### src/hw/rtl/mvn_pkg.sv
`timescale 1ns / 1ps
// ----------------------------------------------------------------------------
// mvn_pkg: shared types and constants of the vector normaliser
// Item word passed from the front end to the arithmetic back end, and the
// gain scale table.
// ----------------------------------------------------------------------------
package mvn_pkg;

  localparam int MVN_FRAC_BITS = 15;
  localparam int MVN_AXIS_W    = 16;
  localparam int MVN_SUM_W     = 32;
  localparam int MVN_NORM_W    = 16;
  localparam int MVN_SCALE_W   = 9;
  localparam int MVN_MAG_OUT_W = 25;

  localparam logic REG_GAIN_CODE = 1'b0;

  typedef struct packed {
    logic [MVN_AXIS_W-1:0] mag_x;
    logic [MVN_AXIS_W-1:0] mag_y;
    logic [MVN_AXIS_W-1:0] mag_z;
    logic                  neg_x;
    logic                  neg_y;
    logic                  neg_z;
    logic                  zero;
  } mvn_item_t;

  // Hundredths of a milligauss per count for each gain code.
  function automatic logic [MVN_SCALE_W-1:0] mvn_scale(input logic [2:0] code);
    logic [MVN_SCALE_W-1:0] s;
    begin
      case (code)
        3'd0:    s = 9'd73;
        3'd1:    s = 9'd92;
        3'd2:    s = 9'd122;
        3'd3:    s = 9'd152;
        3'd4:    s = 9'd227;
        3'd5:    s = 9'd256;
        3'd6:    s = 9'd303;
        default: s = 9'd435;
      endcase
      return s;
    end
  endfunction

endpackage

### src/hw/rtl/mvn_queue.sv
`timescale 1ns / 1ps
// ----------------------------------------------------------------------------
// mvn_queue: two-entry item queue
// Decouples the front end from the back end.
// ----------------------------------------------------------------------------
module mvn_queue import mvn_pkg::*; (
  input  logic      clk,
  input  logic      rst_n,
  input  logic      push,
  input  mvn_item_t push_item,
  output logic      full,
  output logic      pop,
  output mvn_item_t pop_item
);

  mvn_item_t   mem_r [0:1];
  logic        wp_r, wp_nxt, rp_r, rp_nxt;
  logic [1:0]  cnt_r, cnt_nxt;

  assign full     = (cnt_r == 2'd2);
  assign pop      = (cnt_r != 2'd0);
  assign pop_item = mem_r[rp_r];

  always_comb begin
    wp_nxt  = push ? ~wp_r : wp_r;
    rp_nxt  = pop ? ~rp_r : rp_r;
    cnt_nxt = cnt_r + 2'(push) - 2'(pop);
  end

  always_ff @(posedge clk) begin
    if (!rst_n) begin
      wp_r  <= 1'b0;
      rp_r  <= 1'b0;
      cnt_r <= 2'd0;
    end else begin
      wp_r  <= wp_nxt;
      rp_r  <= rp_nxt;
      cnt_r <= cnt_nxt;
    end
  end

  always_ff @(posedge clk) begin
    if (push) begin
      mem_r[wp_r] <= push_item;
    end
  end

endmodule

### config.mk
export PLATFORM = sky130hd
export DESIGN_NAME = mvn_queue
export DESIGN_NICKNAME = d
export VERILOG_FILES = /design/src/hw/rtl/mvn_pkg.sv /design/src/hw/rtl/mvn_queue.sv
export SDC_FILE = /design/constraint.sdc
export NUM_CORES = 1
export LEC_CHECK = 0
export BUFFER_PORTS_ARGS = -buffer_cell sky130_fd_sc_hd__buf_2
export CAP_MARGIN = 10
export CORE_ASPECT_RATIO = 0.6
export CORE_MARGIN = 2
export CORE_UTILIZATION = 45
export CTS_BUF_LIST = sky130_fd_sc_hd__clkbuf_4
export DETAILED_ROUTE_END_ITERATION = 10
export PLACE_DENSITY = 0.7
export SLEW_MARGIN = 20
export SYNTH_ARGS = -nofsm -noshare
export SYNTH_HDL_FRONTEND = slang
export SYNTH_SLANG_ARGS = --single-unit
### constraint.sdc
create_clock -name clk -period 4 [get_ports clk]
set_input_delay 0.8 -clock clk [delete_from_list [all_inputs] [get_ports clk]]
set_output_delay 0.8 -clock clk [all_outputs]
set_load 0.01 [all_outputs]
Word-level counts from Yosys, hierarchy flattened
Memory sizes are Yosys's and may differ from the RTL's. A register that Yosys moved wholly into a read port is not among the register bits.
Cells that the tools add are included.
- memories kept: 1
- word-level logic and storage cells: 14
- output and inout bits: 54
- flip-flop bits (word level): 4
- bits in writable memories: 104
- input bits: 55
- equal/unequal tests: 1
- add/sub/neg operators: 2
- bitwise logic cells: 2
- multiplexer cells: 4
- reductions and logical operators: 1
- memory list (memory ; depth ; bits a word ; rd ports ; clocked after memory_dff ; wr ports ; line ; source):
    mem_r ; 2 ; 52 ; 1 ; 1 ; 1 ; mvn_queue.sv:16 ; mvn_item_t mem_r [0:1];
- operator list (cell ; count):
    2-to-1 mux 1 bit ; 4
    adder 2 x 1 -> 2 bit ; 1
    equality test 2 bit (second input constant) ; 1
    inverter 1 bit ; 2
    nonzero test 2 bit ; 1
    subtractor 2 x 1 -> 2 bit ; 1

Logic depth before layout (Yosys ltp)
- word-level depth: 3
- mapped depth: 4
- depth with buffers taken out: 4

Worst setup path before layout
OpenSTA, ideal clock, no wires.
- path type: in2reg
- from: input port push
- to: memory mem_r[0][0] (netlist name), enable pin
- setup slack: 0.398 ns
- buffers on the path: 0
- data arrival time: 3.133 ns
- stages: 1
- path through: nor2b_1
- longest elaborated chain between the ends: 2
- RTL lines (what ; line ; source):
    start, declared ; mvn_queue.sv:9 ; input logic push,
    2-to-1 mux 1 bit ; mvn_queue.sv:43 ; if (push) begin
    2-to-1 mux 1 bit (implied by the code) ; mvn_queue.sv:44 ; mem_r[wp_r] <= push_item;
    end, declared ; mvn_queue.sv:16 ;
No other way between the ends.

==> impl_metrics.json <==
{
  "run_status": "completed",
  "fp.dieW_um": 129,
  "finalHoldViolCount": 0,
  "yosysWarnings": 0,
  "category_of_the_worst_setup_path_capture_point": "output pin",
  "arrival_ps": 2070,
  "area.growth.synth_to_final_pct": 18.8,
  "layout_worst_path_cycle_share_pct": 71.7,
  "total_leakage_power_uw": 0.00199,
  "final-max-slew-violation-count": 0,
  "maxCapViolations": 0,
  "vias": 2018,
  "cts.sinks": 109,
  "number_of_cts_inserted_buffers": 9,
  "syn-cell-area_um2": 4220,
  "cts_setup_buffers": 0,
  "final_core_utilization_pct": 54.7,
  "grt_overflow": 0,
  "cell_chain_of_the_critical_path": "mux2_2 > buf_2",
  "timing.final.setup_violations": 0,
  "critical_path.n_buffers_inverters": 1,
  "mappedNetlistNets": 240,
  "number_of_instances_resized_during_post_cts_repair": 0,
  "clkLatencyLatePin_ps": 460,
  "max-slew-margin-rel_pct": 34.2,
  "most-common-layout-cells": "sky130_fd_sc_hd__buf_2 (108), sky130_fd_sc_hd__edfxtp_1 (104), sky130_fd_sc_hd__mux2_4 (50)",
  "tritoncts": "done",
  "layout-drive-gt1-share_pct": 59.5,
  "holdPathStages": 1,
  "wl_um": 6760,
  "setup_repair_after_global_routing_missed_its_margin": "false",
  "critPathMaxStageDelay_ps": 1000,
  "detail_route.wl_per_cell_um": 15.6,
  "synth-seq-cells": 109,
  "drt_first_iter_violations": 175,
  "dieArea_um2": 10200,
  "diodes": 0,
  "tightestPinTransition_ps": 987,
  "maximum_buffer_depth_of_the_clock_tree": 2,
  "hold_path_class": "in2reg",
  "grt_antenna_before_repair": 0,
  "place.gp.congestion": 0.717,
  "worst_clock_skew_ps": 15.1,
  "chipHeight_um": 79,
  "reg2reg_depth": 2,
  "worst_r2r_startpoint": "wp_r$_SDFFE_PN0P_",
  "nets": 355,
  "powerDensity_nw_per_um2": 434,
  "viasPerCell": 4.65,
  "grt_max_degree": 53,
  "dr.pass1.iters": 4,
  "num_io_pins": 109,
  "core_region_um2": 9160,
  "ir_drop_v": 0.000190,
  "finalCriticalPeriod_ps": 2870,
  "post_synth_inst_count": 184,
  "critical-path-slowest-cell": "sky130_fd_sc_hd__dfxtp_4",
  "max_clock_freq_mhz": 349,
  "port-buffer-count": 108,
  "finalSetupTns_ps": 0,
  "floorplan.initialDensity_pct": 46.1,
  "syn-mean-instance-area_um2": 22.9,
  "path_class": "reg2out",
  "cp-start-kind": "flip-flop",
  "critPathRequiredTime_ps": 3200,
  "cpLargestDelayFamily": "flip-flops",
  "grt_pass1_wl_um": 10300,
  "cts-hold-fix-buffers": 0,
  "first_global_vias": 2021,
  "commonest_non_fill_non_tap_cell_in_the_layout": "sky130_fd_sc_hd__buf_2",
  "overall_routing_resource_usage_pct": 13.9,
  "hold_path.startpoint": "push_item[12]",
  "worst_setup_hold_path_clk_slew_ps": 150,
  "critical_path.max_fanout": 52,
  "place.detailed.hpwl_um": 4410,
  "clock-root-buffer": "sky130_fd_sc_hd__clkbuf_4",
  "detail_route.drc_violations": 0,
  "std_cell_rows": 27,
  "cts-htree-levels": 3,
  "fraction_of_the_yosys_area_taken_by_sequential_cells_pct": 76.4,
  "drtAntennaViolNets": 0,
  "synthDistinctLibCells": 17,
  "path_depth": 2
}
flip-flops by register name (all words and copies together) (netlist names), named ones only:
signal	count
mem_r	104
cnt_r	2
rp_r	1
wp_r	1
Yosys cell counts (all sizes together):
library cell | count | area share, %
dfxtp | 5 | 2.4
and2 | 2 | 0.30
buf | 6 | 2.6
and3 | 2 | 0.30
ha | 1 | 0.30
mux2 | 52 | 18
nand2 | 2 | 0.18
mux2i | 1 | 0.24
or2 | 1 | 0.15
o21ai | 1 | 0.12
or3 | 1 | 0.15
o21a | 1 | 0.18
nor2b | 4 | 0.59
edfxtp | 104 | 74
nand2b | 1 | 0.15
cell families after synthesis:
logic type	after synthesis	share of synthesized area, %
muxes	53	18.6
buffers and inverters	6	2.64
adders and majority gates	1	0.297
DFF	109	76.4
and+or+nand+nor	13	1.81
AOI/OAI and AO/OA	2	0.297
final timing paths:
path	end	slack (ps)
setup / recovery	pop_item[0]	1130
hold reg to reg	cnt_r[1]$_SDFF_PN0_	540
setup reg to reg	mem_r[1][39]$_DFFE_PP_	2160
hold / removal	mem_r[0][12]$_DFFE_PP_	520
per-layer routing:
metal  track usage, %  vias up  part of all wire [%]
li1                 -      953                     -
met1             18.5      979                    48
met2             20.3       80                    43
met3             7.41        6                   9.1
met4             3.26        0                  0.78
met5                0        -                     0
power by group:
group	switching [µW]	leakage (µW)	total (µW)	internal [µW]
clock network	341	0.0000884	602	261
logic	97.8	0.000883	226	128
registers	33.6	0.00102	1350	1310
layout make-up:
type                    instances  area, µm²
clock buffers                  10       75.1
clock inverters                 6       86.3
fillers                       748       4140
multi-input cells              69        893
flip-flops and latches        109       3230
well taps                     130        163
repair buffers                110        568
through the flow:
step / power (µW) / hold WS, ps / area [µm²] / std cells / setup slack [ps]
2_1_floorplan: 1510 / 494 / 4220 / 184 / 398
6_report: 2170 / 516 / 5010 / 434 / 1130
3_5_place_dp: 1600 / 525 / 4850 / 418 / 1610
5_1_grt: 2270 / 445 / 5010 / 434 / 954
4_1_cts: 2200 / 476 / 5010 / 434 / 1070
3_3_place_gp: 1590 / 516 / 4850 / 418 / 1630
(Power assumes the default switching activity.)
