===== src/hw/rtl/mvn_pkg.sv =====
`timescale 1ns / 1ps
// ----------------------------------------------------------------------------
// mvn_pkg: shared types and constants of the vector normaliser
// Item word passed from the front end to the arithmetic back end, and the
// gain scale table.
// ----------------------------------------------------------------------------
package mvn_pkg;

  localparam int MVN_FRAC_BITS = 15;
  localparam int MVN_AXIS_W    = 16;
  localparam int MVN_SUM_W     = 32;
  localparam int MVN_NORM_W    = 16;
  localparam int MVN_SCALE_W   = 9;
  localparam int MVN_MAG_OUT_W = 25;

  localparam logic REG_GAIN_CODE = 1'b0;

  typedef struct packed {
    logic [MVN_AXIS_W-1:0] mag_x;
    logic [MVN_AXIS_W-1:0] mag_y;
    logic [MVN_AXIS_W-1:0] mag_z;
    logic                  neg_x;
    logic                  neg_y;
    logic                  neg_z;
    logic                  zero;
  } mvn_item_t;

  // Hundredths of a milligauss per count for each gain code.
  function automatic logic [MVN_SCALE_W-1:0] mvn_scale(input logic [2:0] code);
    logic [MVN_SCALE_W-1:0] s;
    begin
      case (code)
        3'd0:    s = 9'd73;
        3'd1:    s = 9'd92;
        3'd2:    s = 9'd122;
        3'd3:    s = 9'd152;
        3'd4:    s = 9'd227;
        3'd5:    s = 9'd256;
        3'd6:    s = 9'd303;
        default: s = 9'd435;
      endcase
      return s;
    end
  endfunction

endpackage


===== src/hw/rtl/mvn_front.sv =====
`timescale 1ns / 1ps
// ----------------------------------------------------------------------------
// mvn_front: input capture
// Takes a raw sample, splits each axis into sign and magnitude and flags the
// zero vector.
// ----------------------------------------------------------------------------
module mvn_front import mvn_pkg::*; (
  input  logic                  clk,
  input  logic                  rst_n,
  input  logic                  start,
  input  logic signed [15:0]    in_raw_x,
  input  logic signed [15:0]    in_raw_y,
  input  logic signed [15:0]    in_raw_z,
  input  logic                  q_full,
  output logic                  busy,
  output logic                  push,
  output mvn_item_t             item
);

  logic      valid_r, valid_nxt;
  mvn_item_t item_r;
  logic      take;

  function automatic logic [15:0] absval(input logic [15:0] v);
    return v[15] ? 16'(-v) : v;
  endfunction

  assign busy = valid_r && q_full;
  assign push = valid_r && !q_full;
  assign take = start && !busy;
  assign item = item_r;

  always_comb begin
    valid_nxt = valid_r;
    if (take) begin
      valid_nxt = 1'b1;
    end else if (push) begin
      valid_nxt = 1'b0;
    end
  end

  always_ff @(posedge clk) begin
    if (!rst_n) begin
      valid_r <= 1'b0;
    end else begin
      valid_r <= valid_nxt;
    end
  end

  always_ff @(posedge clk) begin
    if (take) begin
      item_r.mag_x <= absval(in_raw_x);
      item_r.mag_y <= absval(in_raw_y);
      item_r.mag_z <= absval(in_raw_z);
      item_r.neg_x <= in_raw_x[15];
      item_r.neg_y <= in_raw_y[15];
      item_r.neg_z <= in_raw_z[15];
      item_r.zero  <= (in_raw_x == 16'sd0) && (in_raw_y == 16'sd0) &&
                      (in_raw_z == 16'sd0);
    end
  end

endmodule


===== config.mk =====
export PLATFORM = sky130hd
export DESIGN_NAME = mvn_front
export DESIGN_NICKNAME = d
export VERILOG_FILES = /design/src/hw/rtl/mvn_pkg.sv /design/src/hw/rtl/mvn_front.sv
export SDC_FILE = /design/constraint.sdc
export NUM_CORES = 1
export LEC_CHECK = 0
export ABC_AREA = 0
export BUFFER_PORTS_ARGS = -buffer_cell sky130_fd_sc_hd__buf_4
export CELL_PAD_IN_SITES_DETAIL_PLACEMENT = 0
export CELL_PAD_IN_SITES_GLOBAL_PLACEMENT = 1
export CORE_ASPECT_RATIO = 0.75
export CORE_MARGIN = 2
export CORE_UTILIZATION = 37
export CTS_CLUSTER_DIAMETER = 80
export CTS_CLUSTER_SIZE = 25
export DETAILED_ROUTE_END_ITERATION = 8
export PLACE_DENSITY = 0.77
export SLEW_MARGIN = 20
export SYNTH_ARGS = -nofsm -noshare
export SYNTH_HDL_FRONTEND = slang
export SYNTH_SLANG_ARGS = --single-unit

===== constraint.sdc =====
create_clock -name clk -period 4.1 [get_ports clk]
set_input_delay 0.41 -clock clk [delete_from_list [all_inputs] [get_ports clk]]
set_output_delay 0.41 -clock clk [all_outputs]
set_load 0.01 [all_outputs]

Word level (Yosys, flattened, before mapping):

Index checks and enable logic that the tools add are counted.

* add/subtract/negate cells: 3
* $mul: 0
* divide/modulo/power cells: 0
* magnitude comparators: 0
* equality and inequality tests: 0
* shifts and indexed selects: 0
* multiplexer cells: 5
* bitwise gates (word level): 0
* reduce and logical (&&, ||, !) cells: 11

Operator list (count)
* 16-bit zero test: 3
* 16-bit negation: 3
* 15-bit two-way mux: 3
* 1-bit logical AND: 5
* 1-bit zero test: 2
* 1-bit two-way mux: 2
* 2-bit nonzero test: 1

* bits in registers: 53
* bits in latches: 0
* RAM bits: 0
* ROM bits: 0
* input bits: 52
* output and inout port bits: 54
* word-level logic and storage cells: 30
* memories kept: 0

Logic depth before layout (Yosys ltp):

* depth after elaboration: 4
* gate-level depth with buffers: 6
* mapped depth without buffers: 6

Least setup slack after synthesis:

OpenSTA, ideal clock, no wires.

* path kind: input -> register
* start point: input q_full
* end point: register item_r (netlist bit item[0]) (enable)
* library setup time: 468 ps
* arrival: 2947 ps
* data required time: 3632 ps
* setup slack: 686 ps
* stages on the path: 2
* buffers on the path: 0
* path through: and2_1 > nor2b_1

* cells in the longest elaborated chain, start to end: 3

Ends and longest elaborated chain
* start: declaration: line mvn_front.sv:14 `input logic q_full,`
* 1-bit logical AND: line mvn_front.sv:28 `assign busy = valid_r && q_full;`
* 1-bit zero test: line mvn_front.sv:30 `assign take = start && !busy;`
* 1-bit logical AND: line mvn_front.sv:30
* net take: line mvn_front.sv:22 `logic take;`
* end: declaration: line mvn_front.sv:21 `mvn_item_t item_r;`

The timed path passes the listed nets, and every way through them passes these cells.
A chain may end at the register's enable or synchronous reset.

Worst setup path after layout:

* start point: register valid_r
* end point: register item_r (netlist bit item[22]) (enable)

* cells in the longest elaborated chain, start to end: 3

Ends and longest elaborated chain
* start: declaration: line mvn_front.sv:20 `logic valid_r, valid_nxt;`
* start signal: assignment: line mvn_front.sv:46 `valid_r <= valid_nxt;`
* 1-bit logical AND: line mvn_front.sv:28
* 1-bit zero test: line mvn_front.sv:30
* 1-bit logical AND: line mvn_front.sv:30
* net take: line mvn_front.sv:22

The timed path passes the listed nets, and every way through them passes these cells.

==> impl_metrics.env <==
export IMPL_status="complete, no violations"
export IMPL_multi_input_area_sq_um=948
export IMPL_cp_start_kind="register"
export IMPL_critPathKind="register to register"
export IMPL_fin_worst_skew_ps=7.28
export IMPL_grt_usage_pct=15.7
export IMPL_grt_overflow=0
export IMPL_p_switching_w=0.000288
export IMPL_clk_path_buf_depth=2
export IMPL_grt_max_degree=28
export IMPL_areaGrowthSynthToFinish_pct=39.3
export IMPL_slew_viol_final=0
export IMPL_grt_pass1_wl_microns=9420
export IMPL_setup_viol=0
export IMPL_yosysWarnings=0
export IMPL_power_frac_seq_pct=53.4
export IMPL_via_count=1939
export IMPL_post_route_period_util_pct=47.2
export IMPL_critPathRequiredTime_ps=4070
export IMPL_finalHoldViolCount=0
export IMPL_power_share_clock_pct=28.0
export IMPL_postSynthAreaPerCell_sq_um=13.1
export IMPL_root_buffer="clkbuf_8"
export IMPL_core_sq_um=6730
export IMPL_relSlewSlack_pct=48.7
export IMPL_routed_wl_microns=5850
export IMPL_antenna_cells=0
export IMPL_comb_power_share_pct=18.6
export IMPL_tritoncts="yes"
export IMPL_p_total_w=0.00124
export IMPL_final_layout_size_suffix_gt1_share_pct=38.2
export IMPL_io_pin_count=106
export IMPL_final_nets=360
export IMPL_cts_sinks=53
export IMPL_drv_cap=0
export IMPL_clk_latency_ps=300
export IMPL_critPathMaxFanout=27
export IMPL_synth_top_area_cell="edfxtp_1"
export IMPL_tns_ps=0
export IMPL_syn_area_sq_um=2560
export IMPL_holdCritPathClass="primary input to register"
export IMPL_die_w_microns=100
export IMPL_max_slew_worst_pin_slew_ps=767
export IMPL_h_tree_depth=2
export IMPL_clk_pin_slew_worst_paths_ps=90
export IMPL_postSynthCellCount=195
export IMPL_hpwl_microns=4430
export IMPL_drtIter0Drc=60
export IMPL_wire_per_inst_microns=15.0
export IMPL_worst_ep_arrival_time_ps=1900
export IMPL_nFillCells=590
export IMPL_initial_core_util_pct=38.0
export IMPL_antenna_found_initial=0
export IMPL_cts_buffers=5
export IMPL_ant_nets=0
export IMPL_max_freq_mhz=517
export IMPL_yosysTopAreaCellShare_pct=61.1
export IMPL_p_sw_share_pct=23.3
export IMPL_holdBufCountCts=0
export IMPL_drc=0
export IMPL_die_h_microns=76.0
export IMPL_cts_repair_resized=0
export IMPL_final_area_sq_um=3560
export IMPL_power_density_nw_per_um2=348
export IMPL_ir_worst_vdd_mv=0.138
export IMPL_port_buffers=105
export IMPL_synth_distinct_cells=26
export IMPL_post_cts_buffers=0
export IMPL_die_area_sq_um=7600
export IMPL_top_usage_layer="met2"
export IMPL_grt_pass1_vias=1896
export IMPL_first_pass_iters=4
export IMPL_ys_top_cells_by_area="edfxtp_1, xnor2_1, o31ai_1, nand2_1, nand2b_1"
export IMPL_setup_worst_path_end_class="register"
export IMPL_place_area_sq_um=3450
export IMPL_synth_nets=250
export IMPL_p_int_w=0.000949
export IMPL_p_leak_nw=1.35
export IMPL_vias_per_cell=4.97
export IMPL_regArea_sq_um=1580
export IMPL_grtUsageMet1_pct=23.3
export IMPL_grtUsageMet2_pct=23.3
export IMPL_min_period_ps=1930
export IMPL_num_rows=26
export IMPL_yosysSeqAreaShare_pct=61.9
export IMPL_grt_setup_unrepaired="false"
export IMPL_globalplace_congestion=0.722
export IMPL_synth_seq_cells=53
export IMPL_met3_usage_pct=3.58
## area by class of cell
type	instances	share of cell area, %
Clock buffer	6	2.04
Tap cell	84	2.95
Clock inverter	2	0.949
Timing Repair Buffer	106	22.4
Inverter	6	0.633
Sequential cell	53	44.4
Multi-Input combinational cell	133	26.6
## flip-flops by register name, summed over array words and instances, names as in the netlist
register	count
item	52
valid_r	1
## synth_stat cells
cell type / n
dfxtp_1: 1
or4_4: 2
ha_1: 3
nor4_2: 2
xnor2_1: 39
nor2b_1: 3
nor4b_1: 2
clkbuf_1: 3
or3_1: 3
nor4_1: 5
o21a_1: 1
nand3_1: 1
nand4b_1: 2
o31ai_1: 10
edfxtp_1: 52
o21ai_1: 11
nor3_1: 5
nand2_1: 18
or4_1: 4
nor2_1: 2
nand3b_1: 1
o21ai_0: 3
nand2b_1: 9
and2_1: 1
o41ai_1: 6
inv_1: 6
## through the flow
| step | setup slack, ps | hold slack [ps] | util [%] | instances |
|---|---|---|---|---|
| floorplan | 686 | 509 | - | 195 |
| global placement | 1960 | 613 | 51.3 | 382 |
| detailed placement | 1900 | 617 | 51.3 | 382 |
| CTS | 2140 | 295 | 52.9 | 390 |
| global route | 2050 | 299 | 52.9 | 390 |
| finish | 2170 | 308 | 52.9 | 390 |
## kinds of logic (layout without fill, tap and decap cells)
family	after synthesis	count (layout)	share of synthesized area, %
fa+ha+maj	3	3	1.47
flops	53	53	61.9
xor+xnor	39	39	13.4
buf+inv	9	120	1.32
simple gates	60	60	13.9
compound gates	31	31	8.03
## power groups by stage
stage | clock network (W) | registers, W | logic, W
floorplan | 0 | 0.000696 | 0.0000751
global placement | 0 | 0.000673 | 0.000230
detailed placement | 0 | 0.000673 | 0.000232
CTS | 0.000356 | 0.000661 | 0.000233
global route | 0.000375 | 0.000665 | 0.000252
finish | 0.000347 | 0.000660 | 0.000230
## per-layer routing
metal / part of all wire [%] / vias up
li1: - / 954
met1: 48 / 911
met4: 0.62 / 0
met5: 0 / -
met3: 7.0 / 2
met2: 44 / 72
## path summary, 6_finish.rpt
kind,start,end,slack [ps],depth (start not counted)
setup reg to reg,valid_r,item[22],2170,3
hold / removal,rst_n,valid_r,310,2
setup / recovery,valid_r,item[22],2170,3
hold reg to reg,valid_r,valid_r,680,2
## cell usage in the layout, fill, tap and decap left out, types with 3 or more instances in the layout
master,netlist,layout
buf_4,0,106
edfxtp_1,52,52
xnor2_1,39,39
nand2_1,18,18
o21ai_1,11,11
o31ai_1,10,10
nand2b_1,9,9
inv_1,6,6
o41ai_1,6,6
nor3_1,5,5
nor4_1,5,5
clkbuf_8,0,5
or4_1,4,4
or3_1,3,3
o21ai_0,3,3
ha_1,3,3
## worst max-delay path: stages (launching register included)
cell	delay, ps
dfxtp_1	310
and2_1	180
nor2b_4	620
buf_4	450
Note: power is estimated with default switching activity, not from simulation.
